File: src/rtl/voice_chip_one_wire_sender_assert.svh
// ----------------------------------------------------------------------------
// voice_chip_one_wire_sender_assert.svh
// Assertion macros used by the one-wire sender RTL.
// ----------------------------------------------------------------------------
`ifndef VOICE_CHIP_ONE_WIRE_SENDER_ASSERT_SVH
`define VOICE_CHIP_ONE_WIRE_SENDER_ASSERT_SVH

// Check a property on every rising edge of clk, quiet while in reset.
`define VCOWS_ASSERT(name, prop, msg) \
	name: assert property (@(posedge clk) disable iff (!arst_n) prop) else $error(msg);

// Check a property on every rising edge of clk, reset included.
`define VCOWS_ASSERT_ALWAYS(name, prop, msg) \
	name: assert property (@(posedge clk) prop) else $error(msg);

`endif

File: src/rtl/vcows_pkg.sv
// ----------------------------------------------------------------------------
// vcows_pkg
// Types, register indexes, reset timings and the label code table for the
// one-wire voice chip command sender.
// ----------------------------------------------------------------------------
package vcows_pkg;

	// Register indexes on the configuration port
	localparam int unsigned REG_W = 2;
	localparam logic [REG_W-1:0] REG_SHORT_PULSE = 2'd0;
	localparam logic [REG_W-1:0] REG_LONG_PULSE  = 2'd1;
	localparam logic [REG_W-1:0] REG_START_LOW   = 2'd2;
	localparam logic [REG_W-1:0] REG_STOP_HIGH   = 2'd3;

	// Timing registers
	localparam int unsigned TICK_W = 16;
	localparam logic [TICK_W-1:0] SHORT_PULSE_RST = 16'd500;
	localparam logic [TICK_W-1:0] LONG_PULSE_RST  = 16'd1500;
	localparam logic [TICK_W-1:0] START_LOW_RST   = 16'd5000;
	localparam logic [TICK_W-1:0] STOP_HIGH_RST   = 16'd50000;

	// Command code
	localparam int unsigned CODE_BITS_DEF = 8;
	localparam int unsigned LABEL_W       = 8;
	localparam int unsigned CMD_W         = 5;

	// Item operations
	localparam logic OP_TICK = 1'b0;
	localparam logic OP_PLAY = 1'b1;

	// Line sequencer phases
	typedef enum logic [4:0] {
		PH_IDLE     = 5'b00001,
		PH_START    = 5'b00010,
		PH_BIT_HIGH = 5'b00100,
		PH_BIT_LOW  = 5'b01000,
		PH_STOP     = 5'b10000
	} phase_t;

	// Map a label character to its one-based command code, 0 if unknown
	function automatic logic [CMD_W-1:0] label_code(input logic [LABEL_W-1:0] lbl);
		logic [CMD_W-1:0] code;
		begin
			case (lbl)
				"1": code = 5'd1;
				"2": code = 5'd2;
				"3": code = 5'd3;
				"4": code = 5'd4;
				"5": code = 5'd5;
				"6": code = 5'd6;
				"7": code = 5'd7;
				"8": code = 5'd8;
				"9": code = 5'd9;
				"0": code = 5'd10;
				".": code = 5'd11;
				"k": code = 5'd12;
				"o": code = 5'd13;
				"b": code = 5'd14;
				"c": code = 5'd15;
				"x": code = 5'd16;
				"z": code = 5'd17;
				"p": code = 5'd18;
				"l": code = 5'd19;
				"s": code = 5'd20;
				default: code = 5'd0;
			endcase
			return code;
		end
	endfunction

	// Treat a zero tick count as one tick
	function automatic logic [TICK_W-1:0] at_least_one(input logic [TICK_W-1:0] v);
		return (v == '0) ? TICK_W'(1) : v;
	endfunction

endpackage

File: src/rtl/voice_chip_one_wire_sender.sv
// ----------------------------------------------------------------------------
// voice_chip_one_wire_sender
// Sends play commands to a voice chip over its single data line: start low,
// code bits LSB first as long/short pulse pairs, then a high stop guard.
// ----------------------------------------------------------------------------
//
//  channel | signals                                    | transfer
//  --------+--------------------------------------------+---------------------
//  in      | in_valid, in_ready, operation, label       | valid & ready
//  out     | out_valid, out_ready, line_level, busy_res,| valid & ready
//          | accepted, label_unknown, refused_busy      |
//  cfg     | cfg_we, cfg_index, cfg_data                | cfg_we
//
//  One item per cycle while out_ready holds; an item passes the input register,
//  then the result register, where its result is offered until it transfers.
//  The sequencer state updates as an item moves from the input register to
//  the result register, so items are handled strictly in order.
//  The input register keeps taking items while a result waits, until it
//  holds one itself.
//  Reset leaves the sequencer idle, the line high and the timings at defaults.
//
module voice_chip_one_wire_sender #(
	parameter int unsigned CODE_BITS = vcows_pkg::CODE_BITS_DEF
) (
	input  logic                         clk,
	input  logic                         arst_n,
	input  logic                         in_valid,
	output logic                         in_ready,
	input  logic                         operation,
	input  logic [vcows_pkg::LABEL_W-1:0] label,
	output logic                         out_valid,
	input  logic                         out_ready,
	output logic                         line_level,
	output logic                         busy_res,
	output logic                         accepted,
	output logic                         label_unknown,
	output logic                         refused_busy,
	input  logic                         cfg_we,
	input  logic [vcows_pkg::REG_W-1:0]  cfg_index,
	input  logic [vcows_pkg::TICK_W-1:0] cfg_data
);
	import vcows_pkg::*;

	`include "voice_chip_one_wire_sender_assert.svh"

	localparam int unsigned BIT_W = $clog2(CODE_BITS + 1);
	localparam logic [BIT_W-1:0] LAST_BIT = BIT_W'(CODE_BITS - 1);

	// Timing registers
	logic [TICK_W-1:0] short_pulse_q, long_pulse_q, start_low_q, stop_high_q;

	// Input register
	logic               valid_s1;
	logic               operation_s1;
	logic [LABEL_W-1:0] label_s1;
	logic               advance;

	// Sequencer state
	phase_t                phase_q, phase_d;
	logic [BIT_W-1:0]      bit_index_q, bit_index_d;
	logic [CODE_BITS-1:0]  shift_q, shift_d;
	logic [TICK_W-1:0]     time_left_q, time_left_d;
	logic                  line_q, line_d;

	// Result register
	logic out_valid_q, line_level_q, busy_q, accepted_q, unknown_q, refused_q;
	logic acc_d, unk_d, ref_d;

	// Lookup of the request label
	logic [CMD_W-1:0]     cmd_code;
	logic [CODE_BITS-1:0] cmd_ext;
	logic [TICK_W-1:0]    tick_dec;

	// Write timing registers
	always_ff @(posedge clk or negedge arst_n) begin
		if (!arst_n) begin
			short_pulse_q <= SHORT_PULSE_RST;
			long_pulse_q  <= LONG_PULSE_RST;
			start_low_q   <= START_LOW_RST;
			stop_high_q   <= STOP_HIGH_RST;
		end else if (cfg_we) begin
			case (cfg_index)
				REG_SHORT_PULSE: short_pulse_q <= cfg_data;
				REG_LONG_PULSE:  long_pulse_q  <= cfg_data;
				REG_START_LOW:   start_low_q   <= cfg_data;
				REG_STOP_HIGH:   stop_high_q   <= cfg_data;
				default: ;
			endcase
		end
	end

	// Move items on when the result register is free or being drained
	assign advance  = valid_s1 && (!out_valid_q || out_ready);
	assign in_ready = !valid_s1 || advance;

	// Hold the incoming item
	always_ff @(posedge clk or negedge arst_n) begin
		if (!arst_n) begin
			valid_s1 <= 1'b0;
		end else if (in_ready) begin
			valid_s1 <= in_valid;
		end
	end

	always_ff @(posedge clk) begin
		if (in_valid && in_ready) begin
			operation_s1 <= operation;
			label_s1     <= label;
		end
	end

	// Fit the table code to the shift register width
	assign cmd_code = label_code(label_s1);
	for (genvar i = 0; i < CODE_BITS; i++) begin : g_code
		if (i < CMD_W) begin : g_bit
			assign cmd_ext[i] = cmd_code[i];
		end else begin : g_zero
			assign cmd_ext[i] = 1'b0;
		end
	end

	assign tick_dec = (time_left_q != '0) ? time_left_q - TICK_W'(1) : '0;

	// Next sequencer state and flags for the item in the input register
	always_comb begin
		phase_d     = phase_q;
		bit_index_d = bit_index_q;
		shift_d     = shift_q;
		time_left_d = time_left_q;
		line_d      = line_q;
		acc_d       = 1'b0;
		unk_d       = 1'b0;
		ref_d       = 1'b0;
		if (operation_s1 == OP_TICK) begin
			if (phase_q != PH_IDLE) begin
				time_left_d = tick_dec;
				if (tick_dec == '0) begin
					case (phase_q)
						PH_START: begin
							phase_d     = PH_BIT_HIGH;
							line_d      = 1'b1;
							time_left_d = at_least_one(shift_q[0] ? long_pulse_q
								: short_pulse_q);
						end
						PH_BIT_HIGH: begin
							phase_d     = PH_BIT_LOW;
							line_d      = 1'b0;
							time_left_d = at_least_one(shift_q[0] ? short_pulse_q
								: long_pulse_q);
						end
						PH_BIT_LOW: begin
							shift_d     = shift_q >> 1;
							bit_index_d = bit_index_q + BIT_W'(1);
							line_d      = 1'b1;
							if (bit_index_q == LAST_BIT) begin
								phase_d     = PH_STOP;
								time_left_d = at_least_one(stop_high_q);
							end else begin
								phase_d     = PH_BIT_HIGH;
								time_left_d = at_least_one(shift_q[1 % CODE_BITS] &&
									(CODE_BITS > 1) ? long_pulse_q : short_pulse_q);
							end
						end
						default: begin
							phase_d     = PH_IDLE;
							line_d      = 1'b1;
							bit_index_d = '0;
							shift_d     = '0;
							time_left_d = '0;
						end
					endcase
				end
			end
		end else if (phase_q != PH_IDLE) begin
			ref_d = 1'b1;
		end else if (cmd_code == '0) begin
			unk_d = 1'b1;
		end else begin
			acc_d       = 1'b1;
			shift_d     = cmd_ext;
			bit_index_d = '0;
			phase_d     = PH_START;
			line_d      = 1'b0;
			time_left_d = at_least_one(start_low_q);
		end
	end

	// Advance the sequencer
	always_ff @(posedge clk or negedge arst_n) begin
		if (!arst_n) begin
			phase_q     <= PH_IDLE;
			bit_index_q <= '0;
			shift_q     <= '0;
			time_left_q <= '0;
			line_q      <= 1'b1;
		end else if (advance) begin
			phase_q     <= phase_d;
			bit_index_q <= bit_index_d;
			shift_q     <= shift_d;
			time_left_q <= time_left_d;
			line_q      <= line_d;
		end
	end

	// Hold the result until it is taken
	always_ff @(posedge clk or negedge arst_n) begin
		if (!arst_n) begin
			out_valid_q <= 1'b0;
		end else if (advance) begin
			out_valid_q <= 1'b1;
		end else if (out_ready) begin
			out_valid_q <= 1'b0;
		end
	end

	always_ff @(posedge clk) begin
		if (advance) begin
			line_level_q <= line_d;
			busy_q       <= (phase_d != PH_IDLE);
			accepted_q   <= acc_d;
			unknown_q    <= unk_d;
			refused_q    <= ref_d;
		end
	end

	assign out_valid     = out_valid_q;
	assign line_level    = line_level_q;
	assign busy_res      = busy_q;
	assign accepted      = accepted_q;
	assign label_unknown = unknown_q;
	assign refused_busy  = refused_q;

	// Checks
	`VCOWS_ASSERT_ALWAYS(a_idle_quiet,
		(phase_q == PH_IDLE) |-> (line_q && time_left_q == '0),
		"idle sequencer must keep the line high with no time left")
	`VCOWS_ASSERT(a_flags_exclusive,
		out_valid_q |-> $onehot0({accepted_q, unknown_q, refused_q}),
		"more than one request flag set")
	`VCOWS_ASSERT(a_start_low,
		(out_valid_q && accepted_q) |-> (busy_q && !line_level_q),
		"started command must pull the line low and be busy")
	`VCOWS_ASSERT(a_s1_hold,
		(valid_s1 && !advance) |=> (valid_s1 && $stable(label_s1)),
		"stalled input register lost its item")

endmodule
File: config.mk
export PLATFORM = sky130hd
export DESIGN_NAME = voice_chip_one_wire_sender
export DESIGN_NICKNAME = d
export VERILOG_FILES = /design/src/rtl/vcows_pkg.sv /design/src/rtl/voice_chip_one_wire_sender.sv
export VERILOG_INCLUDE_DIRS = /design/src /design/src/rtl
export SDC_FILE = /design/constraint.sdc
export NUM_CORES = 1
export LEC_CHECK = 0
export BUFFER_PORTS_ARGS = -buffer_cell sky130_fd_sc_hd__buf_4
export CORE_MARGIN = 2
export CORE_UTILIZATION = 35
export CTS_CLUSTER_DIAMETER = 120
export DETAILED_ROUTE_END_ITERATION = 8
export GPL_ROUTABILITY_DRIVEN = 0
export HOLD_SLACK_MARGIN = 0.06
export SYNTH_ARGS = -nofsm -noshare
export SYNTH_HDL_FRONTEND = slang
export SYNTH_SLANG_ARGS = --single-unit
File: constraint.sdc
create_clock -name clk -period 2.48 [get_ports clk]
set_input_delay 0.248 -clock clk [delete_from_list [all_inputs] [get_ports clk]]
set_output_delay 0.248 -clock clk [all_outputs]
set_load 0.01 [all_outputs]
==> results of run 1 <==
-- worst max path at each step --
| stage | start | endpoint | cells after the start |
|---|---|---|---|
| floorplan | time_left_q[1] | time_left_q[4] | 9 |
| global placement | label_s1[3] | time_left_q[14] | 8 |
| detailed placement | label_s1[3] | time_left_q[14] | 8 |
| CTS | label_s1[3] | time_left_q[8] | 9 |
| global route | label_s1[3] | time_left_q[8] | 9 |
| finish | label_s1[3] | shift_q[1] | 9 |
-- cell usage after synthesis (5+ instances only) --
cell / n / area (um2)
dfrtp_1: 71 / 1780
mux2_2: 70 / 788
nor2_1: 45 / 169
nand2_1: 34 / 128
a21oi_1: 27 / 135
dfstp_2: 26 / 683
nor4_1: 22 / 138
clkbuf_1: 21 / 78.8
o21ai_0: 20 / 100
edfxtp_1: 14 / 420
and3_1: 11 / 68.8
a21o_1: 10 / 75.1
a22o_1: 9 / 78.8
nand2b_1: 9 / 56.3
nand3_1: 9 / 45.0
nor3_1: 9 / 45.0
inv_1: 8 / 30.0
nand3b_1: 8 / 60.1
o31ai_1: 8 / 60.1
a221oi_1: 7 / 61.3
a31oi_1: 6 / 37.5
mux2i_1: 6 / 60.1
xnor2_1: 6 / 52.6
and2_1: 5 / 31.3
-- layer usage --
metal  vias up  track usage (%)  wire [um]
met1      2591             28.3       8110
met4         0             7.23        520
li1       2402                -          -
met3        34             3.26        889
met5         -                0          0
met2       171             29.5       7830
-- kinds of logic (layout without fill, tap and decap cells) --
family          after synthesis  count (layout)  share of synthesized area (%)
fa+ha+maj                     2               2                          0.406
flops                       111             111                           46.7
buf+inv                      38             158                           2.82
simple gates                189             189                           17.4
xor+xnor                     10              10                           1.42
mux                          78              78                           14.2
compound gates              139             140                           17.0
-- what timing repair did --
item | 4_1_cts | 5_1_grt
setup endpoints to repair | 29 | 31
pin swaps | 18 | 12
gates resized for setup | 19 | 10
hold endpoints to repair | 41 | 2
buffers inserted | 8 | 2
gates cloned | 2 | 0
hold buffers | 2 | 2
-- cell type report --
type | instances | area share, %
timing repair buffer | 133 | 13.6
clock buffer | 11 | 3.22
sequential | 111 | 36.6
tap | 225 | 3.57
inverter | 9 | 0.429
clock inverter | 5 | 0.810
multi-input combinational | 419 | 41.8
-- state kept, by name (all words and copies together), names as in the netlist --
| register | flops |
|---|---|
| accepted | 1 |
| bit_index_q | 4 |
| busy_res | 1 |
| label_s1 | 8 |
| label_unknown | 1 |
| line_level | 1 |
| line_q | 1 |
| long_pulse_q | 16 |
| operation_s1 | 1 |
| out_valid | 1 |
| phase_q | 5 |
| refused_busy | 1 |
| shift_q | 5 |
| short_pulse_q | 16 |
| start_low_q | 16 |
| stop_high_q | 16 |
| time_left_q | 16 |
| valid_s1 | 1 |
-- report_power, final --
group	internal (mW)	switching, mW	leakage, nW
registers	2.29	0.400	1.27
clock network	0.855	0.684	0.157
logic	1.08	1.11	1.81
-- placed cells by master (no fill, tap or decap), types with 5 or more instances in the layout --
master	synthesis	final
nor3_1	9	9
clkbuf_16	0	10
a31oi_1	6	5
a22o_1	9	9
dfstp_2	26	26
nand2_1	34	33
mux2i_1	6	6
inv_1	8	6
nand3b_1	8	8
nor2_1	45	41
a21o_1	10	10
edfxtp_1	14	14
and3_1	11	11
xnor2_1	6	6
dfrtp_1	71	70
nor4_1	22	20
o21ai_0	20	20
o31ai_1	8	8
buf_6	3	5
nand3_1	9	9
buf_4	1	121
a21oi_1	27	27
mux2_2	70	69
nand2b_1	9	9
-- worst max-delay path: cells and delay by family, from the launching register on --
kind / cells / cell delay [ns]
buffers and inverters: 2 / 0.38
and+or+nand+nor: 4 / 0.72
DFF: 1 / 0.43
muxes: 1 / 0.38
AOI/OAI and AO/OA: 2 / 0.52
==> out/results.tsv, run 1 <==
metric	value	unit
status	finished, violations left	
failing checks	negative setup slack	
number of warnings issued by yosys	0	
Synth Register Bits	111	
drt initial violations	396	
Final nets	717	
WP data required	2.72	ns
HP Class	input port to register	
dominant synthesized flop cell	dfrtp_1	
Multi-input gate area	3300	um2
DR vias/cell	5.69	
Synthesized Nets	601	
Cell Area, Placed	7270	um2
vias in the first global route	5121	
Critical R2R Launch	label_s1[3]	
Finished Core Util	45.7	%
Die Span X	137	um
RSZ-0062 raised after global routing	true	
port bufs	38	
CTS tree	done	
Worst Path Arrival	2.80	ns
Pwr Total	6.43	mW
Worst slew margin	44.9	%
Syn Area/Cell	10.9	um2
Final Setup Violations	21	
routed wire length	17.4	mm
Core Region	17200	um2
Cell Area, Synth	6160	um2
Final Hold Vio Count	0	
Max Clock Skew	0.00796	ns
EDFF count, synth	14	
die area	18700	um2
RR Endpoint	shift_q[1]	
worst hold path depth	1	
Design Area, Final	7880	um2
root buf cell	clkbuf_16	
n_diodes	0	
count of cell types in the netlist	76	
crit-path most repeated cell	buf_4	
LEAKAGE	3.23	nW
Synth Instances	567	
Worst-Skew Late Latency	0.36	ns
Hold Path Origin	label[7]	
sequential fraction of the synthesis area	46.7	%
setup TNS	-0.878	ns
PnR worst setup slack	-0.0817	ns
# placed instances	881	
share of layout cells above drive strength 1	41.6	%
Hold Slack	0.0672	ns
clk slew on worst S/H paths	0.07	ns
Pre-antenna DRT Iters	5	
H-tree depth	3	
TritonCTS buffer count	9	
R2R setup slack	-0.08	ns
register area	2880	um2
Avg WL per Cell	19.0	um
fmax	390	MHz
Max-Cap Viols	0	
power per standard cell area	815	nW/um2
Filler Cells Inserted	1582	
vias	5198	
first-pass GRT wire length	28.4	mm
reg2reg path depth	9	
Period minus WS final	2.56	ns
GRT overflow	0	
fraction of registers with async set or reset after synthesis	87.4	%
Slew Limit Fails	0	
Crit Path Category	register to register	
Worst-Margin Slew	0.824	ns
Max stage delay on crit path	0.43	ns
maximum vdd drop	0.000513	V
Die Height	137	um
Initial Utilization	35.8	%
Bufs on Longest Clock Path	2	
row count	48	
post-detail-place hpwl	12.7	mm
final std cells w/o fill	913	
critical-path cell list	buf_4 > nor4bb_1 > o21a_1 > nor4_2 > and2_1 > nor4_4 > buf_4 > a41oi_4 > mux2_2	
critical path peak fanout	12	
CP endpoint kind	register	
Setup WS pre-CTS	-0.157	ns
Area Growth Syn to Fin	27.9	%
Routed Antenna Nets	0	
I/O pins	39	
crit share post-route	103	%
initial antenna violation count	0	
WHS Endpoint	label_s1[7]	
largest net degree at the start of global routing	52	
drt drc	0	
clock sink count	111	
CP max stage cell	edfxtp_1	
Total Routing Usage GR	19.6	%
Critical Path Start Type	register	
Note: power is estimated with default switching activity, not from simulation.
==> run 2, diff against run 1 <==
--- a/config.mk
+++ b/config.mk
@@ -6,6 +6,7 @@
 export SDC_FILE = /design/constraint.sdc
 export NUM_CORES = 1
 export LEC_CHECK = 0
+export ABC_CLOCK_PERIOD_IN_PS = 2480
 export BUFFER_PORTS_ARGS = -buffer_cell sky130_fd_sc_hd__buf_4
 export CORE_MARGIN = 2
 export CORE_UTILIZATION = 35
==> constraint.sdc (replaced) <==
create_clock -name clk -period 2.48 [get_ports clk]
set_input_delay 0.496 -clock clk [delete_from_list [all_inputs] [get_ports clk]]
set_output_delay 0.496 -clock clk [all_outputs]
set_load 0.01 [all_outputs]
==> run 2 against run 1 <==
Against the previous run: the run still ends with negative setup slack left; sequential share of layout area is 0.65 points lower; critical path depth up 1; global-route usage decreased by 0.081 points; register-to-register slack got worse by 0.03 ns; power down 1.7%; clock-buffer cell count shrank 1; final cell count rose by 0.99%; critical path type unchanged; largest cell class unchanged.
==> out/results.tsv, run 2 (synthesized netlist as in run 1, its figures left out) <==
metric	value	unit	change
critical path peak fanout	5		was 12
Max-Cap Viols	0		unchanged
Core Region	17200	um2	unchanged
clk slew on worst S/H paths	0.08	ns	was 0.07 ns
Slew Limit Fails	0		unchanged
share of layout cells above drive strength 1	45.5	%	was 41.6%
root buf cell	clkbuf_16		unchanged
GRT overflow	0		unchanged
status	finished, violations left		unchanged
largest net degree at the start of global routing	60		was 52
Cell Area, Placed	7280	um2	was 7270 um2
Period minus WS final	2.59	ns	was 2.56 ns
WP data required	2.73	ns	was 2.72 ns
first-pass GRT wire length	28.3	mm	was 28.4 mm
Max stage delay on crit path	0.42	ns	was 0.43 ns
Hold Slack	0.118	ns	was 0.0672 ns
power per standard cell area	788	nW/um2	was 815 nW/um2
RSZ-0062 raised after global routing	true		unchanged
post-detail-place hpwl	12.9	mm	was 12.7 mm
most frequent cells in the layout	133 x buf_4, 70 x dfrtp_1, 68 x mux2_2		was 121 x buf_4, 70 x dfrtp_1, 69 x mux2_2
maximum vdd drop	0.000428	V	was 0.000513 V
drt initial violations	327		was 396
crit share post-route	104	%	was 103%
Total Routing Usage GR	19.5	%	was 19.6%
Bufs on Longest Clock Path	2		unchanged
Pwr Total	6.32	mW	was 6.43 mW
most common cell after layout, fill and taps aside	buf_4		unchanged
clock sink count	111		unchanged
port bufs	38		unchanged
count of buffer and inverter cells on the critical path	2		unchanged
Final Setup Violations	21		unchanged
Die Height	137	um	unchanged
DR vias/cell	5.67		was 5.69
PnR worst setup slack	-0.110	ns	was -0.0817 ns
Pre-antenna DRT Iters	5		unchanged
Max Clock Skew	0.0105	ns	was 0.00796 ns
routed wire length	17.9	mm	was 17.4 mm
Routed Antenna Nets	0		unchanged
Worst Path Arrival	2.84	ns	was 2.80 ns
H-tree depth	3		unchanged
Crit Path Category	register to register		unchanged
vias	5231		was 5198
Top delay family on crit path	multiplexers		was simple AND/OR/NAND/NOR gates
I/O pins	39		unchanged
HP Class	input port to async pin		was input port to register
Initial Utilization	35.8	%	unchanged
Final Hold Vio Count	0		unchanged
failing checks	negative setup slack		unchanged
CP endpoint kind	register		unchanged
vias in the first global route	5304		was 5121
critical-path cell list	inv_2 > ha_4 > nor3b_4 > and2_4 > nand2_4 > mux2_4 > o31ai_4 > buf_6 > a41oi_4 > mux2_4		was buf_4 > nor4bb_1 > o21a_1 > nor4_2 > and2_1 > nor4_4 > buf_4 > a41oi_4 > mux2_2
Avg WL per Cell	19.4	um	was 19.0 um
LEAKAGE	3.31	nW	was 3.23 nW
Worst slew margin	10.7	%	was 44.9%
Final nets	726		was 717
Design Area, Final	8030	um2	was 7880 um2
Worst-Skew Late Latency	0.37	ns	was 0.36 ns
Worst-Margin Slew	1.32	ns	was 0.824 ns
CP max stage cell	dfrtp_2		was edfxtp_1
Filler Cells Inserted	1534		was 1582
initial antenna violation count	0		unchanged
Critical Path Start Type	register		unchanged
drt drc	0		unchanged
TritonCTS buffer count	9		unchanged
Area Growth Syn to Fin	30.2	%	was 27.9%
CTS tree	done		unchanged
row count	48		unchanged
die area	18700	um2	unchanged
crit-path most repeated cell	mux2_4		was buf_4
n_diodes	0		unchanged
Die Span X	137	um	unchanged
fmax	386	MHz	was 390 MHz
run 2: cell types whose count changed in the layout (fill, tap and decap cells not counted), sizes merged:
cell	previous run	this run
buf	129	141
clkinv	4	2
dlygate4sd3	4	0
clkbuf	11	10
bufinv	1	0
clkinvlp	0	2
nor2	45	46
inv	9	11
run 2: stage by stage:
step                setup WS [ns]  util, %  cells  TNS, ns
finish                     -0.110     46.6    922   -0.997
global route               -0.200     46.6    922    -4.18
CTS                       -0.0719     45.7    917   -0.671
detailed placement         -0.177     42.2    882    -1.47
global placement           -0.132     42.2    882   -0.475
floorplan                 -0.0599        -    567   -0.197
run 2: worst paths after layout:
path	start	to	slack, ns	depth (start not counted)
hold reg to reg	valid_s1	out_valid	0.50	1
setup reg to reg	time_left_q[0]	shift_q[2]	-0.11	10
setup / recovery	time_left_q[0]	shift_q[2]	-0.11	10
max in group asynchronous	arst_n	stop_high_q[14]	1.93	2
hold / removal	arst_n	stop_high_q[13]	0.12	2
min in group clk	label[6]	label_s1[6]	0.31	1
run 2: power breakdown:
part / internal (mW) / total [mW] / leakage (nW) / switching [mW]
combinational: 1.06 / 2.21 / 1.92 / 1.15
clock: 0.699 / 1.41 / 0.132 / 0.716
sequential: 2.29 / 2.70 / 1.27 / 0.407
run 2: final cells by class:
cell class,count,area (um2),area share (%)
sequential,111,2880,35.9
inverter,9,33.8,0.421
multi-input combinational,420,3440,42.8
tap,225,282,3.51
timing repair buffer,141,1110,13.8
clock inverter,6,52.6,0.655
clock buffer,10,229,2.85
run 2: worst register-to-register path: cells and delay by family, from the launching register on:
kind / cells / cell delay (ns)
muxes: 2 / 0.71
and+or+nand+nor: 3 / 0.54
AOI/OAI and AO/OA: 2 / 0.42
DFF: 1 / 0.42
buffers and inverters: 2 / 0.25
adders and majority gates: 1 / 0.13
run 2: timing repair:
action	4_1_cts	5_1_grt
cloned	1	1
buffers inserted	18	6
resized for setup	36	21
pin swaps	25	16
hold buffers	0	0
endpoints found under the setup margin	26	31
run 2: metal layers:
metal	share of wire, %	routed length [um]	vias to the layer above	global-route usage (%)
li1	-	-	2423	-
met1	45	7970	2609	26.8
met2	48	8550	172	30.7
met3	5.4	963	27	3.48
met4	2.1	384	0	7.47
met5	0	0	-	0
==> run 3, diff against run 2 <==
--- a/config.mk
+++ b/config.mk
@@ -14,6 +14,7 @@
 export DETAILED_ROUTE_END_ITERATION = 8
 export GPL_ROUTABILITY_DRIVEN = 0
 export HOLD_SLACK_MARGIN = 0.06
+export SKIP_CTS_REPAIR_TIMING = 1
 export SYNTH_ARGS = -nofsm -noshare
 export SYNTH_HDL_FRONTEND = slang
 export SYNTH_SLANG_ARGS = --single-unit
==> run 3 against run 2 <==
Against the previous run: the run still ends with negative setup slack left; critical endpoint is now shift_q[3]; combinational power barely moved; clock-buffer cell count did not move; cell area fell by 1.5%; critical path depth fell by 1; global-route usage fell by 0.75 points; die area did not move; fmax fell by 1.9%; clock power barely moved; via count fell by 1.4%.
==> out/results.tsv, run 3 (synthesized netlist as in run 1, its figures left out) <==
metric	value	unit	change
maximum vdd drop	0.000423	V	was 0.000428 V
Critical Path Start Type	register		unchanged
vias in the first global route	5115		was 5304
I/O pins	39		unchanged
Initial Utilization	35.8	%	unchanged
clock sink count	111		unchanged
Worst slew margin	10.9	%	was 10.7%
Final Setup Violations	27		was 21
Pre-antenna DRT Iters	5		unchanged
CP endpoint kind	register		unchanged
Period minus WS final	2.64	ns	was 2.59 ns
PnR worst setup slack	-0.160	ns	was -0.110 ns
post-detail-place hpwl	12.9	mm	unchanged
setup TNS	-2.34	ns	was -0.997 ns
Critical R2R Launch	time_left_q[7]		was time_left_q[0]
Worst-Margin Slew	1.32	ns	about the same
CP Launch Point	time_left_q[7]		was time_left_q[0]
drt drc	0		unchanged
routed wire length	17.4	mm	was 17.9 mm
Cell Area, Placed	7280	um2	unchanged
Max Clock Skew	0.0100	ns	was 0.0105 ns
power per standard cell area	798	nW/um2	was 788 nW/um2
critical-path cell list	nor4_4 > buf_4 > and2_4 > nand2_4 > mux2_4 > o31ai_4 > buf_6 > a41oi_4 > mux2_2		was inv_2 > ha_4 > nor3b_4 > and2_4 > nand2_4 > mux2_4 > o31ai_4 > buf_6 > a41oi_4 > mux2_4
largest net degree at the start of global routing	60		unchanged
DR vias/cell	5.65		was 5.67
Design Area, Final	7900	um2	was 8030 um2
root buf cell	clkbuf_16		unchanged
WP data required	2.73	ns	about the same
crit share post-route	106	%	was 104%
vias	5159		was 5231
Die Height	137	um	unchanged
clk slew on worst S/H paths	0.08	ns	about the same
Worst Path Arrival	2.89	ns	was 2.84 ns
Crit Path Category	register to register		unchanged
first-pass GRT wire length	27.2	mm	was 28.3 mm
most common cell after layout, fill and taps aside	buf_4		unchanged
initial antenna violation count	0		unchanged
CP max stage cell	dfrtp_1		was dfrtp_2
fmax	379	MHz	was 386 MHz
n_diodes	0		unchanged
Pwr Total	6.30	mW	was 6.32 mW
Bufs on Longest Clock Path	2		unchanged
Max-Cap Viols	0		unchanged
drt initial violations	368		was 327
RR Endpoint	shift_q[3]		was shift_q[2]
die area	18700	um2	unchanged
Max stage delay on crit path	0.42	ns	about the same
Area Growth Syn to Fin	28.2	%	was 30.2%
H-tree depth	3		unchanged
Total Routing Usage GR	18.8	%	was 19.5%
Final nets	717		was 726
share of layout cells above drive strength 1	43.8	%	was 45.5%
Filler Cells Inserted	1557		was 1534
port bufs	38		unchanged
Hold Slack	0.120	ns	was 0.118 ns
Final Hold Vio Count	0		unchanged
HP Class	input port to async pin		unchanged
final std cells w/o fill	913		was 922
Critical Path Sink	shift_q[3]		was shift_q[2]
reg2reg path depth	9		was 10
failing checks	negative setup slack		unchanged
critical path peak fanout	4		was 5
most frequent cells in the layout	125 x buf_4, 70 x dfrtp_1, 68 x mux2_2		was 133 x buf_4, 70 x dfrtp_1, 68 x mux2_2
TritonCTS buffer count	9		unchanged
GRT overflow	0		unchanged
Worst-Skew Late Latency	0.36	ns	was 0.37 ns
Die Span X	137	um	unchanged
Routed Antenna Nets	0		unchanged
status	finished, violations left		unchanged
Slew Limit Fails	0		unchanged
# placed instances	882		unchanged
R2R setup slack	-0.16	ns	was -0.11 ns
row count	48		unchanged
Core Region	17200	um2	unchanged
RSZ-0062 raised after global routing	true		unchanged
Avg WL per Cell	19.1	um	was 19.4 um
CTS tree	done		unchanged
LEAKAGE	3.30	nW	was 3.31 nW
run 3: critical path: cells and delay by family (launching register included):
| family | cells | cell delay (ns) |
|---|---|---|
| mux | 2 | 0.68 |
| simple gates | 3 | 0.59 |
| compound gates | 2 | 0.49 |
| flops | 1 | 0.42 |
| buf+inv | 2 | 0.33 |
run 3: worst min-delay path by stage:
stage,start,end,slack [ns],depth (start not counted)
2_1_floorplan,arst_n,bit_index_q[0],0.20,0
3_3_place_gp,valid_s1,out_valid,0.48,1
3_5_place_dp,valid_s1,out_valid,0.49,1
4_1_cts,arst_n,stop_high_q[13],0.14,2
5_1_grt,arst_n,stop_high_q[11],0.14,2
6_report,arst_n,stop_high_q[13],0.12,2
run 3: area by class of cell:
| cell class | instances | area (um2) | share of cell area (%) |
|---|---|---|---|
| Tap cell | 225 | 282 | 3.56 |
| Sequential cell | 111 | 2880 | 36.5 |
| Multi-Input combinational cell | 419 | 3380 | 42.7 |
| Clock inverter | 6 | 52.6 | 0.665 |
| Timing Repair Buffer | 133 | 1050 | 13.2 |
| Clock buffer | 10 | 229 | 2.90 |
| Inverter | 9 | 33.8 | 0.427 |
run 3: where the power goes:
group	internal (mW)	total, mW	switching, mW
registers	2.29	2.69	0.394
clock network	0.699	1.42	0.717
logic	1.06	2.20	1.14
total	4.05	6.30	2.25
run 3: metrics by stage:
stage	setup WS, ns	utilization (%)
4_1_cts	-0.198	43.9
3_5_place_dp	-0.177	42.2
3_3_place_gp	-0.132	42.2
5_1_grt	-0.275	45.8
6_report	-0.160	45.8
2_1_floorplan	-0.0599	-
run 3: routing by layer:
layer  track usage (%)  vias up  part of all wire (%)
li1                  -     2406                     -
met1              26.2     2562                    46
met2              29.3      169                    47
met3              3.11       22                   5.2
met4              6.66        0                   1.8
met5                 0        -                     0
